<file path="src/rtl/core/assert_macros.svh">
// assertion helpers for the rtl
`ifndef ASSERT_MACROS_SVH
`define ASSERT_MACROS_SVH

// expression must hold at every rising clock edge outside reset
`define ASSERT_HOLDS(lbl, clk, rst, expr, msg) \
  lbl: assert property (@(posedge clk) disable iff (rst) (expr)) else $error(msg);

// consequent must hold in the same cycle as the antecedent
`define ASSERT_IMPLIES(lbl, clk, rst, ante, cons, msg) \
  lbl: assert property (@(posedge clk) disable iff (rst) (ante) |-> (cons)) else $error(msg);

`endif

</file>
<file path="src/rtl/core/bapct_pkg.sv">
package bapct_pkg;

  localparam int RAW_W   = 16;
  localparam int REF_W   = 10;
  localparam int GAIN_W  = 4;
  localparam int SCALE_W = REF_W + GAIN_W;
  localparam int MV_W    = 13;
  localparam int PCT_W   = 7;
  localparam int SEG_W   = 2;
  localparam int OFF_W   = 9;
  localparam int DP_W    = 5;
  localparam int NUM_W   = 14;
  localparam int RCP_W   = 13;
  localparam int RCP_SH  = 20;
  localparam int QUO_W   = 7;
  localparam int REM_W   = 16;
  localparam int CFG_IDX_W = 2;
  localparam int N_STAGES  = 7;

  localparam int ADC_BITS_DEFAULT = 12;

  localparam logic [REF_W-1:0]  RESET_REF_MV   = REF_W'(600);
  localparam logic [GAIN_W-1:0] RESET_GAIN_DIV = GAIN_W'(6);
  localparam logic [MV_W-1:0]   MV_MAX         = MV_W'(8191);

  localparam logic [MV_W-1:0] BP0_MV = MV_W'(3000);
  localparam logic [MV_W-1:0] BP1_MV = MV_W'(3400);
  localparam logic [MV_W-1:0] BP2_MV = MV_W'(3700);
  localparam logic [MV_W-1:0] BP3_MV = MV_W'(3900);
  localparam logic [MV_W-1:0] BP4_MV = MV_W'(4200);

  localparam logic [RCP_W-1:0] RCP_400 = RCP_W'((1 << RCP_SH) / 400);
  localparam logic [RCP_W-1:0] RCP_300 = RCP_W'((1 << RCP_SH) / 300);
  localparam logic [RCP_W-1:0] RCP_200 = RCP_W'((1 << RCP_SH) / 200);

  typedef enum logic [CFG_IDX_W-1:0] {
    REG_REF_MV   = 2'd0,
    REG_GAIN_DIV = 2'd1
  } reg_index_t;

  function automatic logic [MV_W-1:0] seg_lo(input logic [SEG_W-1:0] seg);
    logic [MV_W-1:0] r;
    unique case (seg)
      2'd0: r = BP0_MV;
      2'd1: r = BP1_MV;
      2'd2: r = BP2_MV;
      default: r = BP3_MV;
    endcase
    return r;
  endfunction

  function automatic logic [PCT_W-1:0] seg_pct(input logic [SEG_W-1:0] seg);
    logic [PCT_W-1:0] r;
    unique case (seg)
      2'd0: r = PCT_W'(0);
      2'd1: r = PCT_W'(20);
      2'd2: r = PCT_W'(50);
      default: r = PCT_W'(80);
    endcase
    return r;
  endfunction

  function automatic logic [DP_W-1:0] seg_dp(input logic [SEG_W-1:0] seg);
    logic [DP_W-1:0] r;
    unique case (seg)
      2'd0: r = DP_W'(20);
      2'd1: r = DP_W'(30);
      2'd2: r = DP_W'(30);
      default: r = DP_W'(20);
    endcase
    return r;
  endfunction

  function automatic logic [OFF_W-1:0] seg_span(input logic [SEG_W-1:0] seg);
    logic [OFF_W-1:0] r;
    unique case (seg)
      2'd0: r = OFF_W'(400);
      2'd1: r = OFF_W'(300);
      2'd2: r = OFF_W'(200);
      default: r = OFF_W'(300);
    endcase
    return r;
  endfunction

  function automatic logic [RCP_W-1:0] seg_recip(input logic [SEG_W-1:0] seg);
    logic [RCP_W-1:0] r;
    unique case (seg)
      2'd0: r = RCP_400;
      2'd1: r = RCP_300;
      2'd2: r = RCP_200;
      default: r = RCP_300;
    endcase
    return r;
  endfunction

endpackage

</file>
<file path="src/rtl/core/battery_adc_to_percent.sv">
// battery voltage and state of charge from one adc sample
// input channel: raw_sample with sample_valid; the block drives sample_stall.
// output channel: battery_mv and charge_percent with result_valid; the
// receiver drives result_stall. a transaction completes on a clock edge with
// valid high and stall low.
// config channel: cfg_valid/cfg_ready with cfg_index and cfg_data; index 0 is
// the reference in mV, index 1 the gain divisor, other indexes are ignored.
// cfg_ready is always high; write only while no transaction is in flight.
// seven register stages (clamp, scale multiply, shift and saturate, segment
// pick, slope multiply, reciprocal multiply, remainder fix-up) lie between an
// input transaction and result_valid. throughput: one transaction per cycle
// unless the receiver stalls; no clearing pass after reset.
// reset (synchronous) empties the pipeline and loads 600 mV and divisor 6.
// when the receiver stalls with a result waiting, the whole pipeline holds
// and sample_stall rises in the same cycle; nothing is lost or repeated.
`include "assert_macros.svh"

module battery_adc_to_percent
  import bapct_pkg::*;
#(
  parameter int ADC_BITS = ADC_BITS_DEFAULT
) (
  input  logic                 clk,
  input  logic                 rst,
  input  logic                 sample_valid,
  output logic                 sample_stall,
  input  logic signed [RAW_W-1:0] raw_sample,
  output logic                 result_valid,
  input  logic                 result_stall,
  output logic [MV_W-1:0]      battery_mv,
  output logic [PCT_W-1:0]     charge_percent,
  input  logic                 cfg_valid,
  output logic                 cfg_ready,
  input  logic [CFG_IDX_W-1:0] cfg_index,
  input  logic [REF_W-1:0]     cfg_data
);

  localparam int PROD_W = ADC_BITS + SCALE_W;
  localparam logic [RAW_W:0] SAMPLE_MAX = (RAW_W + 1)'((1 << ADC_BITS) - 1);

  logic [REF_W-1:0]  ref_mv;
  logic [GAIN_W-1:0] gain_div;

  logic [N_STAGES-1:0] vld;
  logic                adv;

  logic [ADC_BITS-1:0] s1_sample;
  logic [SCALE_W-1:0]  s1_scale;
  logic [PROD_W-1:0]   s2_prod;
  logic [MV_W-1:0]     s3_mv;
  logic [MV_W-1:0]     s4_mv;
  logic [SEG_W-1:0]    s4_seg;
  logic [OFF_W-1:0]    s4_off;
  logic [MV_W-1:0]     s5_mv;
  logic [SEG_W-1:0]    s5_seg;
  logic [NUM_W-1:0]    s5_num;
  logic [MV_W-1:0]     s6_mv;
  logic [SEG_W-1:0]    s6_seg;
  logic [NUM_W-1:0]    s6_num;
  logic [QUO_W-1:0]    s6_quot;

  logic [ADC_BITS-1:0]    sample_clamp;
  logic [SCALE_W-1:0]     scale;
  logic [SCALE_W-1:0]     mv_full;
  logic [MV_W-1:0]        mv_sat;
  logic [SEG_W-1:0]       seg_next;
  logic [OFF_W-1:0]       off_next;
  logic [NUM_W+RCP_W-1:0] rcp_prod;
  logic [OFF_W-1:0]       s6_span;
  logic [REM_W-1:0]       s6_rem;
  logic [QUO_W-1:0]       quot_fix;

  assign cfg_ready    = 1'b1;
  assign adv          = !(result_valid && result_stall);
  assign sample_stall = !adv;
  assign result_valid = vld[N_STAGES-1];

  always_ff @(posedge clk) begin
    if (rst) begin
      ref_mv   <= RESET_REF_MV;
      gain_div <= RESET_GAIN_DIV;
    end else if (cfg_valid && cfg_ready) begin
      unique case (cfg_index)
        REG_REF_MV:   ref_mv   <= cfg_data;
        REG_GAIN_DIV: gain_div <= cfg_data[GAIN_W-1:0];
        default: ;
      endcase
    end
  end

  // stage 1: clamp to the adc range
  always_comb begin
    if (raw_sample[RAW_W-1]) begin
      sample_clamp = '0;
    end else if ({1'b0, raw_sample} > SAMPLE_MAX) begin
      sample_clamp = SAMPLE_MAX[ADC_BITS-1:0];
    end else begin
      sample_clamp = raw_sample[ADC_BITS-1:0];
    end
  end

  assign scale = SCALE_W'(ref_mv) * SCALE_W'(gain_div);

  // stage 3: drop fraction and saturate
  assign mv_full = s2_prod[PROD_W-1:ADC_BITS];
  assign mv_sat  = (mv_full > SCALE_W'(MV_MAX)) ? MV_MAX : mv_full[MV_W-1:0];

  // stage 4: pick segment; ends clamp onto the first and last segment
  always_comb begin
    if (s3_mv <= BP0_MV) begin
      seg_next = 2'd0;
      off_next = '0;
    end else if (s3_mv <= BP1_MV) begin
      seg_next = 2'd0;
      off_next = OFF_W'(s3_mv - BP0_MV);
    end else if (s3_mv <= BP2_MV) begin
      seg_next = 2'd1;
      off_next = OFF_W'(s3_mv - BP1_MV);
    end else if (s3_mv <= BP3_MV) begin
      seg_next = 2'd2;
      off_next = OFF_W'(s3_mv - BP2_MV);
    end else if (s3_mv < BP4_MV) begin
      seg_next = 2'd3;
      off_next = OFF_W'(s3_mv - BP3_MV);
    end else begin
      seg_next = 2'd3;
      off_next = OFF_W'(BP4_MV - BP3_MV);
    end
  end

  // stage 6: quotient estimate, floor or one below
  assign rcp_prod = (NUM_W + RCP_W)'(s5_num) * (NUM_W + RCP_W)'(seg_recip(s5_seg));

  // stage 7: one-step correction
  assign s6_span  = seg_span(s6_seg);
  assign s6_rem   = REM_W'(s6_num) - REM_W'(s6_quot) * REM_W'(s6_span);
  assign quot_fix = (s6_rem >= REM_W'(s6_span)) ? s6_quot + QUO_W'(1) : s6_quot;

  always_ff @(posedge clk) begin
    if (rst) begin
      vld <= '0;
    end else if (adv) begin
      vld <= {vld[N_STAGES-2:0], sample_valid};
    end
  end

  always_ff @(posedge clk) begin
    if (adv) begin
      s1_sample      <= sample_clamp;
      s1_scale       <= scale;
      s2_prod        <= PROD_W'(s1_sample) * PROD_W'(s1_scale);
      s3_mv          <= mv_sat;
      s4_mv          <= s3_mv;
      s4_seg         <= seg_next;
      s4_off         <= off_next;
      s5_mv          <= s4_mv;
      s5_seg         <= s4_seg;
      s5_num         <= NUM_W'(s4_off) * NUM_W'(seg_dp(s4_seg));
      s6_mv          <= s5_mv;
      s6_seg         <= s5_seg;
      s6_num         <= s5_num;
      s6_quot        <= rcp_prod[RCP_SH +: QUO_W];
      battery_mv     <= s6_mv;
      charge_percent <= seg_pct(s6_seg) + quot_fix;
    end
  end

  `ASSERT_IMPLIES(a_pct_range, clk, rst, result_valid, charge_percent <= PCT_W'(100), "charge_percent above 100")
  `ASSERT_IMPLIES(a_pct_low, clk, rst, result_valid && battery_mv <= BP0_MV, charge_percent == '0, "charge not zero at or below the lowest breakpoint")
  `ASSERT_IMPLIES(a_pct_high, clk, rst, result_valid && battery_mv >= BP4_MV, charge_percent == PCT_W'(100), "charge not full at or above the highest breakpoint")
  `ASSERT_IMPLIES(a_rcp_err, clk, rst, vld[N_STAGES-2], s6_rem < (REM_W'(s6_span) << 1), "reciprocal estimate off by more than one")
  `ASSERT_HOLDS(a_stall_src, clk, rst, !sample_stall || (result_valid && result_stall), "input stalled without a held result")

endmodule

</file>
<file path="config.mk">
export PLATFORM = sky130hd
export DESIGN_NAME = battery_adc_to_percent
export DESIGN_NICKNAME = d
export VERILOG_FILES = /design/src/rtl/core/bapct_pkg.sv /design/src/rtl/core/battery_adc_to_percent.sv
export VERILOG_INCLUDE_DIRS = /design/src /design/src/rtl/core
export SDC_FILE = /design/constraint.sdc
export NUM_CORES = 1
export LEC_CHECK = 0
export ABC_AREA = 1
export BUFFER_PORTS_ARGS = -buffer_cell sky130_fd_sc_hd__buf_4
export CORE_MARGIN = 1
export CORE_UTILIZATION = 45
export DETAILED_ROUTE_END_ITERATION = 12
export GPL_TIMING_DRIVEN = 0
export PLACE_DENSITY = 0.72
export SETUP_SLACK_MARGIN = 0.3
export SLEW_MARGIN = 20
export SYNTH_ARGS = -nofsm -noshare
export SYNTH_HDL_FRONTEND = slang
export SYNTH_SLANG_ARGS = --single-unit
</file>
<file path="constraint.sdc">
create_clock -name clk -period 10.04 [get_ports clk]
set_clock_uncertainty 0.15 [all_clocks]
set_input_delay 2.008 -clock clk [delete_from_list [all_inputs] [get_ports clk]]
set_output_delay 2.008 -clock clk [all_outputs]
set_load 0.01 [all_outputs]
</file>
==> out/qor.yml, run 1 <==
syn_to_final_growth_pct: 8.640
yosys_most_used_dff: "edfxtp_1"
arrival_ns: 6.73
reg2reg_slack_ns: 3.36
synth_cell_types: 47
grt_pass1_wl_um: 75270
cp_common_cell: "nand2_1"
dieArea_sq_um: 47950
grt-ovfl-total: 0
drive_above_1_share_pct: 5.466
holdWs_ns: 0.2685
final.min_clock_period_ns: 6.678
cts_resized: 0
syn_avg_cell_area_sq_um: 9.105
finalHoldViolCount: 0
ys_warn_count: 0
die_y_um: 219.0
synth-seq-cells: 181
worst_slew_margin_rel_pct: 36.26
dp_hpwl_um: 37720
coreArea_sq_um: 46460
path_class: "register to register"
cpPeakStageDelay_ns: 0.55
dr_wl_met3_um: 2265
cts.clk_slew.worst_paths_ns: 0.07
ant_nets: 0
vias_per_cell: 5.039
root_buffer: "clkbuf_16"
wl_per_cell_um: 14.81
rr_worst_depth: 29
htreeDepth: 4
grt_max_degree: 65
synth.top_cell.area_share_pct: 29.01
drcViolationCount: 0
syn_area_sq_um: 21190
dr.pass1.iters: 6
die_x_um: 219.0
numCtsBuffers: 17
r2r_end: "charge_percent[6]"
route.vias.total: 15228
cpMaxStageDelayCell: "clkbuf_1"
end_kind: "register"
status: "completed"
io_pins: 56
hold_buffers: 0
grt_pass1_vias: 15599
fin_util_pct: 49.54
finalSetupViolCount: 0
cts_sinks: 181
min_path_type: "register to register"
synth_seq_area_share_pct: 24.66
antenna_found_initial: 0
rsz0062_at_grt: "no"
globalRouteTotalUtil_pct: 19.78
r2r-start: "s6_seg[0]"
drt_iter0_markers: 985
drt-total-wl_um: 44770
cts_tree: "done"
worst_skew_pair.late_latency_ns: 0.45
m1WireLength_um: 18510
cp_max_fo: 12
synth_top_area_cell: "fa_1"
start_util_pct: 45.60
routabilityCongestion: 0.9401
cp-endpoint: "charge_percent[6]"
synth_edf_count: 160
synth_fp_nets: 2890
critPathLaunchType: "register"
cts_buffer_depth: 2
highest_layer: "met4"
postSynth.asyncResetShare_pct: 0
portBuffers: 54
critical_path_required_ns: 10.09
nets: 2965
worst_pin_slew_ns: 0.9479
slew_violations: 0
post-route-period-util_pct: 66.51
max-cap-violations: 0
n_antenna_cell: 0
synth_cells: 2327
num_rows: 79
startpoint: "s6_seg[0]"
synthTopCellsByArea: "fa_1, edfxtp_1, ha_1, inv_1, nand2_1"
wl_met2_um: 22560
fmax_mhz: 149.7
cts_setup_buffers: 0
-- stage by stage --
stage,setup WS (ns),TNS (ns),cell area [sq um],cells
finish,3.362,0,23020,3022
global route,2.923,0,23020,3022
CTS,3.391,0,23020,3022
detailed placement,3.429,0,22410,2990
global placement,-0.8731,-0.8731,22350,2988
floorplan,1.099,0,21190,2327
-- area by class of cell --
| cell class | count | area [sq um] |
|---|---|---|
| well taps | 607 | 759.5 |
| flip-flops and latches | 181 | 5225 |
| clock inverters | 13 | 170.2 |
| multi-input cells | 1551 | 13720 |
| inverters | 542 | 2037 |
| fillers | 4275 | 23440 |
| clock buffers | 19 | 432.9 |
| plain buffers | 53 | 214.0 |
| repair buffers | 56 | 460.4 |
-- flip-flops by register name, summed over array words and instances (netlist names), 4 cells and up --
| signal | cells |
|---|---|
| s2_prod | 14 |
| s6_mv | 13 |
| vld | 7 |
| battery_mv | 13 |
| s3_mv | 13 |
| s5_mv | 13 |
| s6_quot | 7 |
| charge_percent | 7 |
| s5_num | 13 |
| gain_div | 4 |
| s4_mv | 13 |
| s6_num | 13 |
| s4_off | 9 |
| s1_sample | 12 |
| s1_scale | 14 |
| ref_mv | 10 |
-- cells by family (layout without fill, tap and decap cells) --
kind of cell,count (synthesis),count (layout),share of synthesized area (%)
other,1,1,0.01770
XOR/XNOR,66,66,2.728
flip-flops,181,181,24.66
adder cells (fa/ha/maj),530,530,42.18
buffers and inverters,595,683,10.62
AND/OR/NAND/NOR,773,773,15.16
AO/OA/AOI/OAI,181,181,4.630
-- worst min-delay path by stage --
stage	depth (start not counted)	slack, ns	to	startpoint
final	0	0.27	s5_mv[9]	s4_mv[9]
after global routing	0	0.27	s5_mv[6]	s4_mv[6]
after CTS	0	0.27	s5_mv[9]	s4_mv[9]
after detailed placement	0	0.26	battery_mv[2]	s6_mv[2]
after global placement	0	0.25	battery_mv[11]	s6_mv[11]
after floorplan	0	0.25	battery_mv[0]	s6_mv[0]
-- cell usage after synthesis (2+ instances only) --
cell	n
fa_1	307
nand2_2	5
buf_4	3
nor4_1	4
xnor2_1	19
dfxtp_1	21
o21ai_0	66
nand3_1	61
nand3b_1	3
o21bai_1	2
nor2_1	191
nor3b_1	2
nor3_1	9
clkinv_1	2
nand2_4	6
ha_1	223
nand3_2	2
inv_1	536
a21oi_1	87
nand4_1	18
inv_2	3
a21o_1	5
buf_2	3
clkbuf_1	45
xor2_1	47
buf_1	2
or2_2	15
a21boi_0	2
nand2_1	449
nor2_4	2
a31oi_1	5
edfxtp_1	160
o21ai_1	2
o211ai_1	3
nor2_2	3
a211oi_1	3
-- critical path, delay by kind of cell (launching register included) --
kind | cells | cell delay (ns)
compound gates | 2 | 0.46
xor+xnor | 1 | 0.27
fa+ha+maj | 6 | 2.76
buf+inv | 5 | 0.87
flops | 1 | 0.36
simple gates | 15 | 1.56
-- per-layer routing --
metal	vias up	global-route usage, %
met2	461	34.56
met5	-	0
met1	7397	24.81
met3	84	2.814
met4	0	7.222
li1	7286	-
-- cells in the final DEF (no fill, tap or decap), types with 4 or more instances in the layout --
cell type / Yosys / routed
xnor2_1: 19 / 19
nor4_1: 4 / 4
nor2_1: 191 / 191
buf_4: 3 / 57
nand2_1: 449 / 448
a21oi_1: 87 / 87
nand3_1: 61 / 61
edfxtp_1: 160 / 160
o21ai_0: 66 / 66
nand4_1: 18 / 18
xor2_1: 47 / 47
clkbuf_16: 0 / 17
or2_2: 15 / 15
a31oi_1: 5 / 5
fa_1: 307 / 307
dfxtp_1: 21 / 21
nand2_2: 5 / 5
a21o_1: 5 / 5
ha_1: 223 / 223
nand2_4: 6 / 7
inv_1: 536 / 536
nor3_1: 9 / 9
clkbuf_1: 45 / 47
Power of run 1 is left out: the tool's default activity adds up to more than one toggle a clock period on the data nets, which glitch-free logic cannot reach.
==> run 2, diff against run 1 <==
ABC_AREA = 0   (was 1)
PLACE_DENSITY = 0.74   (was 0.72)
clock period = 5.9 ns   (was 10.04 ns; I/O delays follow)
==> out/qor.yml, run 2 <==
arrival_ns: 6.34  # -0.39 ns
synth_top_area_cell: "fa_1"
fmax_mhz: 159.4  # +6.5%
root_buffer: "clkbuf_16"
globalRouteTotalUtil_pct: 19.86  # +0.088 points
io_pins: 56  # unchanged
r2r_end: "charge_percent[6]"
start_util_pct: 45.93  # +0.33 points
n_antenna_cell: 0  # unchanged
status: "finished, violations left"
yosys_most_used_dff: "edfxtp_1"
vias_per_cell: 5.231  # +3.8%
route.vias.total: 14071  # -7.6%
critPathBufInv: 7  # +2
grt_pass1_wl_um: 73950  # -1.7%
drcViolationCount: 0  # unchanged
synthMuxAreaShare_pct: 0.6595  # +0.66 points
worst_pin_slew_ns: 0.8591  # -0.08885 ns
min_path_type: "register to register"
worst_skew_pair.late_latency_ns: 0.47  # +0.02 ns
antenna_found_initial: 0  # unchanged
cts_tree: "done"
critical_path_required_ns: 5.97  # -4.12 ns
synth_edf_count: 160  # unchanged
final_cell_mix: "inv_1, fa_1, ha_1"
drt-total-wl_um: 44620  # -0.34%
top_regs: "s1_scale x14, s2_prod x14"
portBuffers: 54  # unchanged
drive_above_1_share_pct: 17.49  # +12 points
num_rows: 77  # -2.5%
worst_slew_margin_rel_pct: 41.97  # +5.7 points
fin_ws_ns: -0.3721  # -3.734 ns
synth_seq_area_share_pct: 25.50  # +0.84 points
slew_violations: 0  # unchanged
cts_sinks: 181  # unchanged
cts_buffer_depth: 2  # unchanged
final.min_clock_period_ns: 6.272  # -0.4057 ns
finalHoldViolCount: 0  # unchanged
synth_cell_types: 69  # +47%
synth_cells: 1935  # -17%
fill_cells: 3813  # -11%
holdWs_ns: 0.2661  # -0.002360 ns
syn_avg_cell_area_sq_um: 10.59  # +16%
wl_per_cell_um: 16.59  # +12%
dr.pass1.iters: 5  # -1
synth_xor_area_share_pct: 2.968  # +0.24 points
cpPeakStageDelay_ns: 0.54  # about the same
finalSetupViolCount: 8  # +8
fin_util_pct: 53.70  # +4.2 points
rr_worst_depth: 26  # -10%
post-route-period-util_pct: 106.3  # +40 points
numCtsBuffers: 17  # unchanged
synth.top_cell.area_share_pct: 30.00  # +0.99 points
nets: 2648  # -11%
rsz0062_at_grt: "yes"
hp-start: "s5_mv[7]"
dp_hpwl_um: 34060  # -9.7%
synth_fp_nets: 2498  # -14%
ys_warn_count: 0  # unchanged
synthTopCellsByArea: "fa_1, edfxtp_1, ha_1, inv_1, and2_1"
syn_to_final_growth_pct: 16.91
max-cap-violations: 0  # unchanged
dieArea_sq_um: 46390  # -3.3%
synth-seq-cells: 181  # unchanged
postSynth.asyncResetShare_pct: 0  # unchanged
post-synth-top-count-cell: "inv_1"
end_kind: "register"
critPathLaunchType: "register"
path_class: "register to register"
hold-path-endpoint: "s6_mv[7]"
drt_iter0_markers: 744  # -24%
synthSimpleGateAreaFrac_pct: 13.61  # -1.6 points
synth-compound-area-share_pct: 6.235  # +1.6 points
synthTopCellsByCount: "inv_1, fa_1, ha_1"
routabilityCongestion: 0.9022  # -4.0%
cts.clk_slew.worst_paths_ns: 0.08  # about the same
cp_max_fo: 8  # -4
die_y_um: 215.4  # -1.6%
coreArea_sq_um: 44610  # -4.0%
r2r-start: "s6_seg[0]"
grt-ovfl-total: 0  # unchanged
synth_top_family_by_area: "adder cells"
grt_max_degree: 96  # +48%
ant_nets: 0  # unchanged
reg2reg_slack_ns: -0.37  # -3.73 ns
holdPathStages: 0  # unchanged
htreeDepth: 4  # unchanged
violations: "negative setup slack"
cpMaxStageDelayCell: "fa_2"
grt_pass1_vias: 15178  # -2.7%
die_x_um: 215.4  # -1.6%
final_common_cell: "inv_1"
synthAdderAreaFrac_pct: 43.61  # +1.4 points
syn_area_sq_um: 20490  # -3.3%
cpLargestDelayFamily: "adder cells"
[run 2: changes by cell type after synthesis, moves of 30 or more]
| cell | previous run | this run |
|---|---|---|
| a21oi_1 | 87 | 50 |
| and2_1 | 1 | 125 |
| inv_1 | 536 | 341 |
| nand2_1 | 449 | 204 |
| nand3_1 | 61 | 13 |
| nor2_1 | 191 | 82 |
| nor2b_1 | 0 | 55 |
| o21ai_0 | 66 | 29 |
| xnor2_1 | 19 | 49 |
| xor2_1 | 47 | 16 |
[run 2: how the worst max path moves through the flow]
| stage | startpoint | end | slack [ns] | cells past startpoint |
|---|---|---|---|---|
| 2_1_floorplan | s6_seg[0] | charge_percent[5] | -0.05 | 24 |
| 3_3_place_gp | result_stall | sample_stall | -0.76 | 4 |
| 3_5_place_dp | s5_seg[0] | s6_quot[6] | -0.80 | 18 |
| 4_1_cts | s6_seg[0] | charge_percent[6] | -0.30 | 24 |
| 5_1_grt | s6_seg[0] | charge_percent[6] | -0.60 | 25 |
| 6_report | s6_seg[0] | charge_percent[6] | -0.37 | 26 |
[run 2: worst reg2reg max path, delay by kind of cell (launching register included)]
family / cells / cell delay [ns]
adders and majority gates: 6 / 2.47
buffers and inverters: 7 / 0.74
and+or+nand+nor: 5 / 0.98
DFF: 1 / 0.39
xor gates and xnor gates: 2 / 0.23
AOI/OAI and AO/OA: 5 / 0.78
muxes: 1 / 0.27
[run 2: area by class of cell]
type	count	area [sq um]	share of cell area, %
multi-input combinational	1352	14460	60.35
buffer	60	584.3	2.439
timing repair buffer	131	1076	4.492
tap	592	740.7	3.092
sequential	181	5225	21.81
clock buffer	18	429.2	1.792
inverter	342	1291	5.390
clock inverter	14	151.4	0.6320
[run 2: through the flow]
| stage | setup slack, ns | TNS (ns) | cells | instance area (sq um) |
|---|---|---|---|---|
| 6_report | -0.3721 | -1.552 | 2690 | 23950 |
| 3_5_place_dp | -0.7955 | -7.319 | 2583 | 22040 |
| 5_1_grt | -0.6014 | -3.542 | 2690 | 23950 |
| 4_1_cts | -0.3002 | -1.266 | 2665 | 23500 |
| 3_3_place_gp | -0.7615 | -6.686 | 2581 | 21970 |
| 2_1_floorplan | -0.05305 | -0.05305 | 1935 | 20830 |
[run 2: what timing repair did]
action | 4_1_cts | 5_1_grt
buffers inserted | 50 | 24
pin swaps | 53 | 47
resized for setup | 129 | 86
hold buffers | 0 | 0
cloned | 0 | 1
endpoints found under the setup margin | 25 | 19
[run 2: metal layers]
layer	global-route usage (%)	part of all wire, %	vias up
met1	24.18	40	7127
met4	5.957	2.4	0
li1	-	-	6511
met3	3.369	4.1	95
met5	0	0	-
met2	35.85	53	338
[run 2: cells by family (layout without fill, tap and decap cells)]
group                    after synthesis  after routing
adder cells (fa/ha/maj)              530            530
flip-flops                           181            181
buffers and inverters                402            565
AND/OR/NAND/NOR                      557            557
XOR/XNOR                              67             67
multiplexers                          13             13
AO/OA/AOI/OAI                        184            184
other                                  1              1
Power of run 2 is left out for the same reason.
==> run 3, diff against run 2 <==
CELL_PAD_IN_SITES_DETAIL_PLACEMENT = 1   (was not set)
CELL_PAD_IN_SITES_GLOBAL_PLACEMENT = 2   (was not set)
CORE_UTILIZATION = 39   (was 45)
PLACE_DENSITY = 0.89   (was 0.74)
==> out/qor.yml, run 3 (synthesis results as in run 2) <==
path_class: "register to register"
cts_tree: "done"
end_kind: "register"
wl_per_cell_um: 18.78  # +13%
htreeDepth: 4  # unchanged
nets: 2664  # +0.60%
holdWs_ns: 0.2694  # +0.003286 ns
finalSetupTns_ns: -3.187  # -1.635 ns
critical_path_required_ns: 6.00  # +0.03 ns
start_util_pct: 39.70  # -6.2 points
dp_hpwl_um: 39550  # +16%
grt_pass1_wl_um: 83460  # +13%
slew_violations: 0  # unchanged
top_regs: "s1_scale x14, s2_prod x14"
worst_pin_slew_ns: 0.9052  # +0.04614 ns
cts_buffer_depth: 2  # unchanged
final_common_cell: "inv_1"
multi_input_comb_area_sq_um: 14620  # +1.1%
dp_slack_ns: -0.9653  # -0.1698 ns
syn_to_final_growth_pct: 19.06
grt-ovfl-total: 0  # unchanged
drt-total-wl_um: 52470  # +18%
final.min_clock_period_ns: 6.502  # +0.2299 ns
numCtsBuffers: 17  # unchanged
hp-start: "s4_mv[9]"
rsz0062_at_grt: "yes"
worst_slew_margin_rel_pct: 38.86  # -3.1 points
arrival_ns: 6.60  # +0.26 ns
holdPathStages: 0  # unchanged
layout.area.seq_sq_um: 5225  # unchanged
cts.clk_slew.worst_paths_ns: 0.08  # about the same
r2r_end: "charge_percent[5]"
drcViolationCount: 0  # unchanged
rr_worst_depth: 25  # -3.8%
grt_pass1_vias: 16136  # +6.3%
vias_per_cell: 5.074  # -3.0%
io_pins: 56  # unchanged
finalInstanceArea_sq_um: 24390  # +1.8%
dr.pass1.iters: 5  # unchanged
drive_above_1_share_pct: 19.44  # +1.9 points
ant_nets: 0  # unchanged
dieArea_sq_um: 53460  # +15%
drt_iter0_markers: 645  # -13%
n_antenna_cell: 0  # unchanged
reg2reg_slack_ns: -0.60  # -0.23 ns
violations: "negative setup slack"
placed_cell_area_sq_um: 22150  # +0.50%
antenna_found_initial: 0  # unchanged
status: "finished, violations left"
post-route-period-util_pct: 110.2  # +3.9 points
min_path_type: "register to register"
final_cell_mix: "inv_1, fa_1, ha_1"
finalSetupViolCount: 9  # +1
fin_ws_ns: -0.6020  # -0.2299 ns
cts_sinks: 181  # unchanged
fill_cells: 5592  # +47%
finalHoldViolCount: 0  # unchanged
grt_max_degree: 98  # +2.1%
routabilityCongestion: 0.9026  # about the same
hold_buffers: 0  # unchanged
max-cap-violations: 0  # unchanged
route.vias.total: 14176  # +0.75%
cp_max_fo: 10  # +2
num_rows: 83  # +7.8%
coreArea_sq_um: 51610  # +16%
fmax_mhz: 153.8  # -3.5%
hold-path-endpoint: "s5_mv[9]"
worst_skew_pair.late_latency_ns: 0.49  # +0.02 ns
r2r-start: "s6_seg[0]"
root_buffer: "clkbuf_16"
die_x_um: 231.2  # +7.3%
portBuffers: 54  # unchanged
die_y_um: 231.2  # +7.3%
critPathLaunchType: "register"
globalRouteTotalUtil_pct: 19.89  # +0.028 points
-- run 3: changes by cell type in the layout (fill, tap and decap cells not counted), sizes merged --
cell,before,now
clkinvlp,2,0
buf,151,168
inv,350,353
clkbuf,58,56
-- run 3: timing repair --
item	CTS	global route
buffers inserted	56	31
gates cloned	3	1
setup endpoints to repair	26	23
pin swaps	72	64
gates resized for setup	155	105
-- run 3: worst max-delay path: stages (launching register included) --
cell       delay, ns
edfxtp_1        0.43
buf_12          0.18
or2_4           0.24
clkbuf_16       0.16
and2_4          0.16
fa_1            0.35
inv_1           0.08
fa_1            0.45
fa_2            0.57
inv_1           0.05
fa_2            0.53
inv_2           0.05
ha_4            0.28
clkbuf_8        0.16
nand3_2         0.07
a211oi_2        0.30
mux2i_1         0.32
a32oi_2         0.12
nor4_4          0.19
buf_4           0.17
nand2_2         0.08
mux2_4          0.33
ha_4            0.17
fa_2            0.41
a31oi_4         0.18
xnor2_2         0.07
-- run 3: layout make-up --
| cell class | count | share of cell area [%] |
|---|---|---|
| buffer | 60 | 2.380 |
| sequential | 181 | 21.42 |
| clock inverter | 15 | 0.8309 |
| inverter | 342 | 5.293 |
| tap | 680 | 3.488 |
| timing repair buffer | 147 | 4.929 |
| multi-input combinational | 1352 | 59.92 |
| clock buffer | 17 | 1.744 |
-- run 3: metrics by stage --
stage	util [%]	cells
after floorplan	-	1935
after global placement	42.79	2669
after detailed placement	42.92	2671
after CTS	46.13	2762
after global routing	47.26	2794
final	47.26	2794
-- run 3: worst max-delay path by stage --
stage	depth (start not counted)	endpoint	slack, ns	startpoint
after detailed placement	20	s6_quot[6]	-0.97	s5_seg[0]
after global routing	25	charge_percent[5]	-0.77	s6_seg[0]
after global placement	20	s6_quot[6]	-0.79	s5_seg[0]
final	25	charge_percent[5]	-0.60	s6_seg[0]
after CTS	24	charge_percent[6]	-0.52	s6_seg[0]
after floorplan	24	charge_percent[5]	-0.05	s6_seg[0]
-- run 3: metal layers --
layer  global-route usage, %  part of all wire, %  up-vias
met4                   7.305                  3.1        0
met3                   2.731                  2.3       97
met1                   23.51                   41     7317
met5                       0                    0        -
li1                        -                    -     6544
met2                   36.48                   54      218
Power of run 3 is left out for the same reason.
